--- src/design/dtrc_pkg.sv ---
`default_nettype none
package dtrc_pkg;

  localparam int MANT_W    = 53;
  localparam int CONV_W    = 40;
  localparam int PROD_W    = 93;
  localparam int LIMIT_W   = 31;
  localparam int THR_W     = 85;
  localparam int DIGIT_W   = 8;
  localparam int MUL_STEPS = 5;
  localparam int DIV_STEPS = 56;

  localparam logic [LIMIT_W-1:0] RESET_LIMIT    = 31'd1000000000;
  localparam logic [63:0]        STOP_FRAC_BITS = 64'h3EB0C6F7A0B5ED8D;

  typedef logic [MANT_W-1:0] mant_t;
  typedef logic [CONV_W-1:0] conv_t;
  typedef logic [PROD_W-1:0] prod_t;

endpackage
`default_nettype wire

--- src/design/dtrc_mul.sv ---
`default_nettype none
module dtrc_mul (
  input  wire logic            clk,
  input  wire logic            rst,
  input  wire logic            start,
  input  wire dtrc_pkg::mant_t op_a,
  input  wire dtrc_pkg::conv_t op_b,
  output logic                 done,
  output dtrc_pkg::prod_t      prod
);

  logic            run;
  logic [2:0]      cnt;
  dtrc_pkg::prod_t ash;
  dtrc_pkg::conv_t bsh;

  always_ff @(posedge clk) begin
    if (rst) begin
      run  <= 1'b0;
      done <= 1'b0;
      cnt  <= '0;
    end else begin
      done <= 1'b0;
      if (start) begin
        run <= 1'b1;
        cnt <= '0;
      end else if (run) begin
        cnt <= cnt + 3'd1;
        if (cnt == 3'(dtrc_pkg::MUL_STEPS - 1)) begin
          run  <= 1'b0;
          done <= 1'b1;
        end
      end
    end
  end

  // one 8-bit digit of op_b per cycle, shift-add into the accumulator
  always_ff @(posedge clk) begin
    if (start) begin
      prod <= '0;
      ash  <= dtrc_pkg::PROD_W'(op_a);
      bsh  <= op_b;
    end else if (run) begin
      prod <= prod + ash * dtrc_pkg::PROD_W'(bsh[dtrc_pkg::DIGIT_W-1:0]);
      ash  <= ash << dtrc_pkg::DIGIT_W;
      bsh  <= bsh >> dtrc_pkg::DIGIT_W;
    end
  end

endmodule
`default_nettype wire

--- src/design/double_to_rational_convergents.sv ---
// specials go straight to the finish state, else the sequencer runs convergent steps
// plus the partial last step; a step is four passes through the shared 53x8
// shift-add multiplier, a reciprocal divider and a normalize loop
// throughput: one request at a time, busy drops in the cycle that done pulses
// results show for one cycle on done; the receiver cannot stall
// synchronous reset: sequencer idle, limit back to 1000000000
`default_nettype none
module double_to_rational_convergents (
  input  wire logic               clk,
  input  wire logic               rst,
  input  wire logic               start,
  output logic                    busy,
  input  wire logic [63:0]        value_bits,
  input  wire logic               magnitude_limit_we,
  input  wire logic [30:0]        magnitude_limit,
  output logic                    done,
  output logic signed [32:0]      numerator,
  output logic [31:0]             denominator
);

  localparam logic [3:0] S_IDLE  = 4'd0;
  localparam logic [3:0] S_MP    = 4'd1;
  localparam logic [3:0] S_MPW   = 4'd2;
  localparam logic [3:0] S_MQ    = 4'd3;
  localparam logic [3:0] S_MQW   = 4'd4;
  localparam logic [3:0] S_SPLIT = 4'd5;
  localparam logic [3:0] S_AP    = 4'd6;
  localparam logic [3:0] S_APW   = 4'd7;
  localparam logic [3:0] S_AQ    = 4'd8;
  localparam logic [3:0] S_AQW   = 4'd9;
  localparam logic [3:0] S_NORM  = 4'd10;
  localparam logic [3:0] S_FCHK  = 4'd11;
  localparam logic [3:0] S_DIV   = 4'd12;
  localparam logic [3:0] S_RND   = 4'd13;
  localparam logic [3:0] S_FIN   = 4'd14;

  logic [3:0]      state;
  logic [30:0]     lim;
  logic            neg;
  logic [10:0]     xe;
  dtrc_pkg::mant_t xm;
  dtrc_pkg::conv_t p, q, pp, qp;
  logic [31:0]     ai;
  logic [84:0]     thr;
  logic [53:0]     dr;
  logic [55:0]     dq;
  logic [5:0]      dcnt;

  logic            mul_start;
  logic            mul_done;
  dtrc_pkg::mant_t mul_a;
  dtrc_pkg::conv_t mul_b;
  dtrc_pkg::prod_t prod;

  assign busy = (state != S_IDLE);

  always_comb begin
    mul_start = (state == S_MP) || (state == S_MQ) || (state == S_AP) || (state == S_AQ);
    mul_a     = ((state == S_AP) || (state == S_AQ)) ? dtrc_pkg::MANT_W'(ai) : xm;
    mul_b     = ((state == S_MQ) || (state == S_AQ)) ? q : p;
  end

  dtrc_mul u_mul (
    .clk   (clk),
    .rst   (rst),
    .start (mul_start),
    .op_a  (mul_a),
    .op_b  (mul_b),
    .done  (mul_done),
    .prod  (prod)
  );

  // rounding threshold of the limit, scaled by 2^54: below it a product rounds under the limit
  logic [4:0]  lk;
  logic        pow2;
  logic [84:0] thr_new;
  always_comb begin
    lk = '0;
    for (int i = 0; i < 31; i++) begin
      if (lim[i]) lk = 5'(i);
    end
    pow2    = ((lim & (lim - 31'd1)) == '0);
    thr_new = {lim, 54'b0} - (85'd1 << (pow2 ? {1'b0, lk} : ({1'b0, lk} + 6'd1)));
  end

  // exact compare of mantissa product against threshold
  logic signed [12:0] rsh;
  logic signed [12:0] nsh;
  logic               lt_lim;
  always_comb begin
    rsh    = 13'sd1021 - $signed({2'b0, xe});
    nsh    = -rsh;
    lt_lim = 1'b0;
    if (!rsh[12]) begin
      if (rsh > 13'sd127) begin
        lt_lim = 1'b1;
      end else begin
        lt_lim = (prod >> rsh[6:0]) < dtrc_pkg::PROD_W'(thr);
      end
    end else begin
      if (nsh >= 13'sd85) begin
        lt_lim = (prod == '0);
      end else begin
        lt_lim = prod <= dtrc_pkg::PROD_W'((thr - 85'd1) >> nsh[6:0]);
      end
    end
  end

  // integer part and fraction
  logic [10:0]     ssh;
  dtrc_pkg::mant_t fmask;
  logic [31:0]     a_split;
  dtrc_pkg::mant_t f_split;
  always_comb begin
    ssh     = 11'd1075 - xe;
    fmask   = (dtrc_pkg::MANT_W'(1) << ssh[5:0]) - dtrc_pkg::MANT_W'(1);
    a_split = 32'(xm >> ssh[5:0]);
    f_split = xm & fmask;
  end

  logic [53:0] dtry;
  logic        dge;
  logic [52:0] rmant;
  logic        rup;
  logic [53:0] rsum;
  logic        f_small;
  always_comb begin
    dtry    = {dr[52:0], 1'b0};
    dge     = dtry >= {1'b0, xm};
    rmant   = dq[54:2];
    rup     = dq[1] & (dq[0] | (dr != '0) | rmant[0]);
    rsum    = {1'b0, rmant} + 54'(rup);
    f_small = (xm == '0) || ({xe, xm[51:0]} < dtrc_pkg::STOP_FRAC_BITS[62:0]);
  end

  always_ff @(posedge clk) begin
    if (rst) begin
      state <= S_IDLE;
      done  <= 1'b0;
      lim   <= dtrc_pkg::RESET_LIMIT;
    end else begin
      done <= 1'b0;
      if (magnitude_limit_we) lim <= magnitude_limit;
      case (state)
        S_IDLE: begin
          if (start) begin
            state <= ((&value_bits[62:52]) || (lim == '0)) ? S_FIN : S_MP;
          end
        end
        S_MP:    state <= S_MPW;
        S_MPW:   if (mul_done) state <= lt_lim ? S_MQ : S_FIN;
        S_MQ:    state <= S_MQW;
        S_MQW:   if (mul_done) state <= lt_lim ? S_SPLIT : S_FIN;
        S_SPLIT: state <= (xe >= 11'd1055) ? S_FIN : S_AP;
        S_AP:    state <= S_APW;
        S_APW:   if (mul_done) state <= S_AQ;
        S_AQ:    state <= S_AQW;
        S_AQW:   if (mul_done) state <= S_NORM;
        S_NORM:  if ((xm == '0) || xm[52] || (xe == 11'd1)) state <= S_FCHK;
        S_FCHK:  state <= f_small ? S_FIN : S_DIV;
        S_DIV:   if (dcnt == 6'(dtrc_pkg::DIV_STEPS - 1)) state <= S_RND;
        S_RND:   state <= S_MP;
        S_FIN: begin
          done  <= 1'b1;
          state <= S_IDLE;
        end
        default: state <= S_IDLE;
      endcase
    end
  end

  always_ff @(posedge clk) begin
    case (state)
      S_IDLE: begin
        if (start) begin
          neg <= value_bits[63] & (value_bits[62:0] != '0)
                 & !((&value_bits[62:52]) & (value_bits[51:0] != '0));
          p   <= dtrc_pkg::CONV_W'(1);
          q   <= '0;
          pp  <= '0;
          qp  <= dtrc_pkg::CONV_W'(1);
          thr <= thr_new;
          // subnormals keep exponent 1 without the hidden bit
          xe  <= (value_bits[62:52] == '0) ? 11'd1 : value_bits[62:52];
          xm  <= {(value_bits[62:52] != '0), value_bits[51:0]};
        end
      end
      S_SPLIT: begin
        if (xe >= 11'd1023) begin
          ai <= a_split;
          xm <= f_split;
        end else begin
          ai <= '0;
        end
      end
      S_APW: begin
        if (mul_done) begin
          p  <= prod[dtrc_pkg::CONV_W-1:0] + pp;
          pp <= p;
        end
      end
      S_AQW: begin
        if (mul_done) begin
          q  <= prod[dtrc_pkg::CONV_W-1:0] + qp;
          qp <= q;
        end
      end
      S_NORM: begin
        if (!((xm == '0) || xm[52] || (xe == 11'd1))) begin
          if (xm[52:45] == '0) begin
            xm <= xm << 8;
            xe <= xe - 11'd8;
          end else begin
            xm <= xm << 1;
            xe <= xe - 11'd1;
          end
        end
      end
      S_FCHK: begin
        dr   <= 54'd1 << 51;
        dq   <= '0;
        dcnt <= '0;
      end
      S_DIV: begin
        dr   <= dge ? (dtry - {1'b0, xm}) : dtry;
        dq   <= {dq[54:0], dge};
        dcnt <= dcnt + 6'd1;
      end
      S_RND: begin
        // reciprocal mantissa with round to nearest even
        if (dq[55] || rsum[53]) begin
          xm <= dtrc_pkg::MANT_W'(1) << 52;
          xe <= 11'd2046 - xe;
        end else begin
          xm <= rsum[52:0];
          xe <= 11'd2045 - xe;
        end
      end
      S_FIN: begin
        numerator   <= neg ? $signed(33'd0 - p[32:0]) : $signed(p[32:0]);
        denominator <= q[31:0];
      end
      default: begin
      end
    endcase
  end

endmodule
`default_nettype wire
--- config.mk ---
export PLATFORM = sky130hd
export DESIGN_NAME = double_to_rational_convergents
export DESIGN_NICKNAME = d
export VERILOG_FILES = /design/src/design/dtrc_pkg.sv /design/src/design/dtrc_mul.sv /design/src/design/double_to_rational_convergents.sv
export SDC_FILE = /design/constraint.sdc
export NUM_CORES = 2
export LEC_CHECK = 0
export BUFFER_PORTS_ARGS = -buffer_cell sky130_fd_sc_hd__buf_2
export CORE_MARGIN = 10
export CORE_UTILIZATION = 60
export CTS_CLUSTER_DIAMETER = 200
export DETAILED_ROUTE_END_ITERATION = 8
export GPL_TIMING_DRIVEN = 0
export PLACE_DENSITY = 0.8
export REMOVE_ABC_BUFFERS = 1
export SLEW_MARGIN = 20
export SYNTH_ARGS = -nofsm -noshare
export SYNTH_HDL_FRONTEND = slang
export SYNTH_SLANG_ARGS = --single-unit
--- constraint.sdc ---
create_clock -name clk -period 9.4 [get_ports clk]
set_input_delay 1.41 -clock clk [delete_from_list [all_inputs] [get_ports clk]]
set_output_delay 1.41 -clock clk [all_outputs]
set_load 0.01 [all_outputs]
## After elaboration in Yosys (flattened, before gate mapping)

Cells that the tools add are included.

- Register bits: 790

- Add/sub/neg operators: 20
- Multiply operators: 1
- $lt $le $gt $ge: 8
- Equality and inequality tests: 26
- Shift operators: 5
- Mux-type cells: 85
- Bitwise logic cells: 9
- Reductions and logical operators: 38

Operators by type and width:

| kind | count |
|---|---|
| 53-bit 2-to-1 mux | 8 |
| 40-bit 2-to-1 mux | 9 |
| 40-bit one-hot mux with 2 select lines | 4 |
| 53-bit one-hot mux with 4 select lines | 1 |
| 93-bit by 7-bit right shift with 93-bit output | 2 |
| 5-bit 2-to-1 mux | 29 |
| 56-bit one-hot mux with 2 select lines | 1 |
| 54-bit one-hot mux with 2 select lines | 1 |
| 93-bit adder | 1 |
| 93-bit less-or-equal comparator | 1 |
| 93-bit zero test | 1 |
| 93-bit by 85-bit less-than comparator with 1-bit output | 1 |
| 93-bit by 8-bit multiplier with 93-bit output | 1 |
| 85-bit by 1-bit subtractor with 86-bit output, second input constant | 1 |
| 1-bit by 6-bit << shifter with 85-bit output, first input constant | 1 |
| 85-bit subtractor | 1 |
| 40-bit adder | 2 |
| 63-bit by 62-bit less-than comparator with 1-bit output, second input constant | 1 |
| 63-bit nonzero test | 1 |
| 31-bit zero test | 2 |
| 4-bit one-hot mux with 14 select lines | 1 |
| 11-bit 2-to-1 mux | 5 |
| 53-bit by 1-bit adder with 54-bit output | 1 |
| 54-bit by 53-bit greater-or-equal comparator with 1-bit output | 1 |
| other kinds (60) | 115 |

## Longest topological paths before layout

- Depth after elaboration: 34
- Depth in mapped cells: 34
- Gate-level depth less buffers: 27

## Cells and area by module

Synthesis repeated with hierarchy kept, for this count alone.

- Cells, all modules: 10,549
- Area, all modules: 91,298.8 µm²

Modules (own cells, without submodules):

| module | times used | cells each | area each (µm²) |
|---|---|---|---|
| double_to_rational_convergents | 1 | 6,923 | 57,864.2 |
| dtrc_mul | 1 | 3,626 | 33,434.6 |

## Worst setup path after synthesis

No wires, ideal clock.

- Path type: register -> register
- Start: register state[0]
- End: register dcnt[0], enable pin
- Library setup time: 0.769 ns
- Data arrival time: 9.289 ns
- Setup slack: -0.657 ns
- Cell stages (with the launch flop): 5
- Path buffers: 2
- Clock period less this slack: 10.057 ns
- Cell sequence: dfxtp_1 clkbuf_1 clkbuf_1 nand2_1 a21boi_0

- Longest elaborated chain between the ends: 2
- Elaborated cells on any way between the ends: 3
- Those cells by class: 2 x eq/ne; 1 x reduce/logical

RTL lines:

| what | RTL line | source |
|---|---|---|
| from (decl) | double_to_rational_convergents.sv:37 | `logic [3:0] state;` |
| from (signal assigned) | double_to_rational_convergents.sv:147 | `state <= ((&value_bits[62:52]) \|\| (lim == '0)) ? S_FIN : S_MP;` |
| from (signal assigned) | double_to_rational_convergents.sv:151 | `S_MPW: if (mul_done) state <= lt_lim ? S_MQ : S_FIN;` |
| from (signal assigned) | double_to_rational_convergents.sv:153 | `S_MQW: if (mul_done) state <= lt_lim ? S_SPLIT : S_FIN;` |
| 4-bit equality test | double_to_rational_convergents.sv:173 | `case (state)` |
| 2-bit nonzero test (no line) * | -- |  |
| to (signal assigned) | double_to_rational_convergents.sv:227 | `dcnt <= dcnt + 6'd1;` |
| to (decl) | double_to_rational_convergents.sv:47 | `logic [5:0] dcnt;` |

Mark *: on every way between the ends. The rest lies on a longest branch, timed or not.
A chain may end at the register's enable or synchronous reset.

## Worst setup path in the final report

- Start: register xe[1]
- End: register state[1]

- Longest elaborated chain between the ends: 9
- Elaborated cells on any way between the ends: 21
- Those cells by class: 2 x add/sub; 5 x order compare; 2 x eq/ne; 2 x shift; 7 x mux; 3 x reduce/logical

RTL lines:

| what | RTL line | source |
|---|---|---|
| from (decl) | double_to_rational_convergents.sv:40 | `logic [10:0] xe;` |
| from (signal assigned) | double_to_rational_convergents.sv:184 | `xe <= (value_bits[62:52] == '0) ? 11'd1 : value_bits[62:52];` |
| from (signal assigned) | double_to_rational_convergents.sv:212 | `xe <= xe - 11'd8;` |
| from (signal assigned) | double_to_rational_convergents.sv:215 | `xe <= xe - 11'd1;` |
| 10-bit by 11-bit subtractor with 12-bit output | double_to_rational_convergents.sv:91 | `rsh = 13'sd1021 - $signed({2'b0, xe});` |
| 12-bit negation with 13-bit output | double_to_rational_convergents.sv:92 | `nsh = -rsh;` |
| 93-bit by 7-bit right shift with 93-bit output | double_to_rational_convergents.sv:104 | `lt_lim = prod <= dtrc_pkg::PROD_W'((thr - 85'd1) >> nsh[6:0]);` |
| 93-bit less-or-equal comparator | double_to_rational_convergents.sv:104 |  |
| 1-bit 2-to-1 mux | double_to_rational_convergents.sv:101 | `if (nsh >= 13'sd85) begin` |
| 1-bit 2-to-1 mux | double_to_rational_convergents.sv:94 | `if (!rsh[12]) begin` |
| 4-bit 2-to-1 mux (2 in series) | double_to_rational_convergents.sv:153 |  |
| 4-bit one-hot mux with 14 select lines | double_to_rational_convergents.sv:144 | `case (state)` |
| to (signal assigned) | double_to_rational_convergents.sv:147 |  |
| to (signal assigned) | double_to_rational_convergents.sv:153 |  |
| to (signal assigned) | double_to_rational_convergents.sv:154 | `S_SPLIT: state <= (xe >= 11'd1055) ? S_FIN : S_AP;` |

Parallel ways exist; a longest one is shown, timed or not. The select of a mux whose other input is x is not followed.

==> key figures <==
Clocking
  – H-Tree Depth: 3
  – # clock sinks: 790
  – CTS tree: built
  – Max clock buf depth: 3
  – Clk slew on worst S/H paths: 0.07 ns
  – TritonCTS Buffers: 92
  – Clock root cell: clkbuf_16
  – Latest clock arrival within the worst-skew pair: 0.78 ns
  – CTS Hold Bufs: 0

Worst hold path
  – HP Start: q[8]$_SDFFCE_PN0P_
  – Hold path cells: 0
  – Worst hold-check path type: flip-flop to flip-flop
  – Hold path endpoint: denominator[8]$_DFFE_PP_

Global route
  – Number of global-route vias before repair: 83730
  – Largest net degree at the start of global routing: 80
  – First-pass GRT wire length: 532 mm
  – Gr ovfl total: 0
  – Gr usage total: 41.3%
  – Initial antenna violation count: 19

Place
  – Placed Area: 95100 sq um
  – GP Congestion: 1.02
  – Hpwl dp: 275 mm
  – Port Buf Inserts: 165

Floorplanning
  – Die width: 408 um
  – Starting Density: 60.3%
  – Placement Rows: 142
  – Die height: 408 um
  – DIE AREA: 166000 sq um
  – I/O pin cnt: 166
  – Core area: 150000 sq um

Timing
  – Setup ws final: -0.0227 ns
  – Min Tclk post-route: 9.42 ns
  – Clock Skew: 0.0875 ns
  – RSZ-0062 raised after global routing: no
  – Fmax: 106 MHz
  – Setup violations, final: 1
  – Max-slew violations: 0
  – Fin. Hold Viols: 0
  – Tcrit/Tclk final: 100%
  – Slew at the pin with the worst max-slew slack: 1.31 ns
  – Relative slew slack: 11.7%

Logic synthesis
  – Cells after Synth: 10523
  – Synth top area share: 20.5%
  – Seq cells post-synth: 790
  – Mapped Area: 90300 sq um
  – Synthesized area per cell: 8.58 sq um
  – Yosys top cell by area: edfxtp_1
  – Sequential cell area fraction in the yosys report: 24.3%
  – Synth unique cells: 103
  – Synth area leaders: edfxtp_1, fa_1, ha_1
  – Synth warn: 0
  – Ys async rst share: 0%
  – Post-synth EDFFs: 616
  – Main synth FF type: edfxtp_1

Cells and area
  – Share of cells above drive strength 1: 9.01%
  – Fin area: 98500 sq um
  – Area Overhead vs Synth: 9.04%
  – Commonest non-fill, non-tap cell in the layout: nand2_1
  – Final Util: 65.7%
  – Most frequent cells in the layout: nand2_1, nor2_1, inv_1, a21oi_1
  – Final net count: 11432

Worst setup path
  – WS Path Type: flip-flop to flip-flop
  – Reg2reg end: state[1]$_SDFFE_PP0P_
  – Slack of the worst reg-to-reg path: -0.02 ns
  – Crit path largest cell delay: 0.89 ns
  – CP required: 9.99 ns
  – CP Capture Type: flip-flop
  – CP Data Arrival Time: 10.02 ns
  – Critical path's most frequent cell: buf_16
  – R2R depth: 27
  – Crit path launch type: flip-flop
  – Reg2reg start: xe[1]$_DFFE_PP_
  – Slowest cell on crit path: ha_2
  – Worst Path Max Fanout: 26

Detailed routing
  – Routed vias/inst: 7.01
  – Residual DRC: 3
  – ANT nets after route: 0
  – DRT Wirelength: 357 mm
  – DRT iter0 DRCs: 12891
  – Routed wire per std cell: 28.9 um
  – Vias: 86671
  – DR pass1 iterations: 9

Outcome
  – Failing checks: DRC, setup timing
  – Status: complete, but fails checks

Run
  – MaxCap Viol Count: 0
==> synthesized netlist by cell type (23+ instances only) <==
| library cell | number |
|---|---|
| nand2_1 | 1356 |
| o31ai_1 | 67 |
| nand4_1 | 171 |
| nor3_1 | 208 |
| fa_1 | 616 |
| a31oi_1 | 109 |
| a22oi_1 | 79 |
| and2_1 | 391 |
| dfxtp_1 | 174 |
| o32ai_1 | 26 |
| a311oi_1 | 25 |
| nand2b_1 | 50 |
| nor4_1 | 146 |
| mux4_2 | 151 |
| o21a_1 | 55 |
| o21ai_0 | 449 |
| clkbuf_1 | 556 |
| xor2_1 | 115 |
| mux2_2 | 93 |
| nor2b_1 | 48 |
| ha_1 | 448 |
| o21bai_1 | 41 |
| or3_1 | 37 |
| or2_2 | 27 |
| edfxtp_1 | 616 |
| a21o_1 | 135 |
| o22ai_1 | 86 |
| xnor2_1 | 297 |
| a21oi_1 | 638 |
| nand3_1 | 191 |
| inv_1 | 732 |
| buf_1 | 149 |
| o211ai_1 | 81 |
| a221oi_1 | 51 |
| o221ai_1 | 23 |
| a211oi_1 | 118 |
| and3_1 | 113 |
| mux2i_1 | 405 |
| nor2_1 | 1043 |
==> critical path, delay by kind of cell, from the launching register on <==
kind	cells	cell delay, ns
AO/OA/AOI/OAI	13	4.03
XOR/XNOR	1	0.36
adder cells (fa/ha/maj)	2	1.14
buffers and inverters	7	1.72
flip-flops	1	0.55
multiplexers	1	0.22
AND/OR/NAND/NOR	3	1.17
==> logic make-up (layout without fill, tap and decap cells) <==
family / after synthesis / in the layout / share of synthesized area [%]
AOI/OAI and AO/OA: 2259 / 2259 / 16.2
other: 1 / 37 / 0.00415
xor gates and xnor gates: 412 / 412 / 4.00
muxes: 650 / 650 / 9.43
buffers and inverters: 1478 / 1275 / 6.24
and+or+nand+nor: 3869 / 3869 / 19.9
DFF: 790 / 790 / 24.3
adders and majority gates: 1064 / 1064 / 19.9
==> worst max-delay path by stage <==
stage | startpoint | end | slack [ns]
final | xe[1]$_DFFE_PP_ | state[1]$_SDFFE_PP0P_ | -0.02
after global routing | thr[2]$_DFFE_PP_ | state[1]$_SDFFE_PP0P_ | 0.18
after CTS | thr[18]$_DFFE_PP_ | state[1]$_SDFFE_PP0P_ | 0.05
after detailed placement | thr[18]$_DFFE_PP_ | state[1]$_SDFFE_PP0P_ | -0.38
after global placement | xe[0]$_DFFE_PP_ | state[1]$_SDFFE_PP0P_ | -22.40
after floorplan | xe[0]$_DFFE_PP_ | state[1]$_SDFFE_PP0P_ | -9.75
==> metrics by stage <==
stage / TNS (ns) / hold slack [ns] / std cells / setup WS [ns]
CTS: 0 / 0.504 / 12354 / 0.0485
detailed placement: -1.18 / 0.473 / 12188 / -0.376
floorplan: -1210.88 / 0.440 / 9803 / -9.75
global placement: -5092.17 / 0.477 / 11984 / -22.40
global route: 0 / 0.519 / 12357 / 0.181
finish: -0.0227 / 0.512 / 12372 / -0.0227
==> timing repair <==
item | in CTS | in global routing
endpoints found under the setup margin | 4 | 4
pin swaps | 0 | 2
buffers inserted | 0 | 3
gates resized for setup | 1 | 2
==> per-layer routing <==
| metal | track usage [%] | vias to the layer above | share of wire (%) |
|---|---|---|---|
| li1 | - | 36842 | - |
| met1 | 53.9 | 42032 | 37 |
| met2 | 61.7 | 6304 | 43 |
| met3 | 11.9 | 1467 | 13 |
| met4 | 22.3 | 26 | 6.8 |
| met5 | 0.201 | - | 0.057 |
==> registers in the layout, indices dropped and copies added, names as in the netlist, 40 cells and up <==
register and cells:
u_mul.ash 93, u_mul.bsh 40, dq 56, pp 40
u_mul.prod 93, thr 85, p 40, qp 40
xm 53, dr 54, q 40
==> cell type report <==
type	count	area (sq um)
multi-input cells	8276	63400
fillers	11882	51300
flip-flops and latches	790	22000
repair buffers	372	4550
inverters	737	2790
well taps	2016	2520
clock buffers	110	2450
clock inverters	56	764
diodes	15	37.5
Power is left out: the tool's default activity adds up to more than one toggle a clock period on the data nets, which glitch-free logic cannot reach.
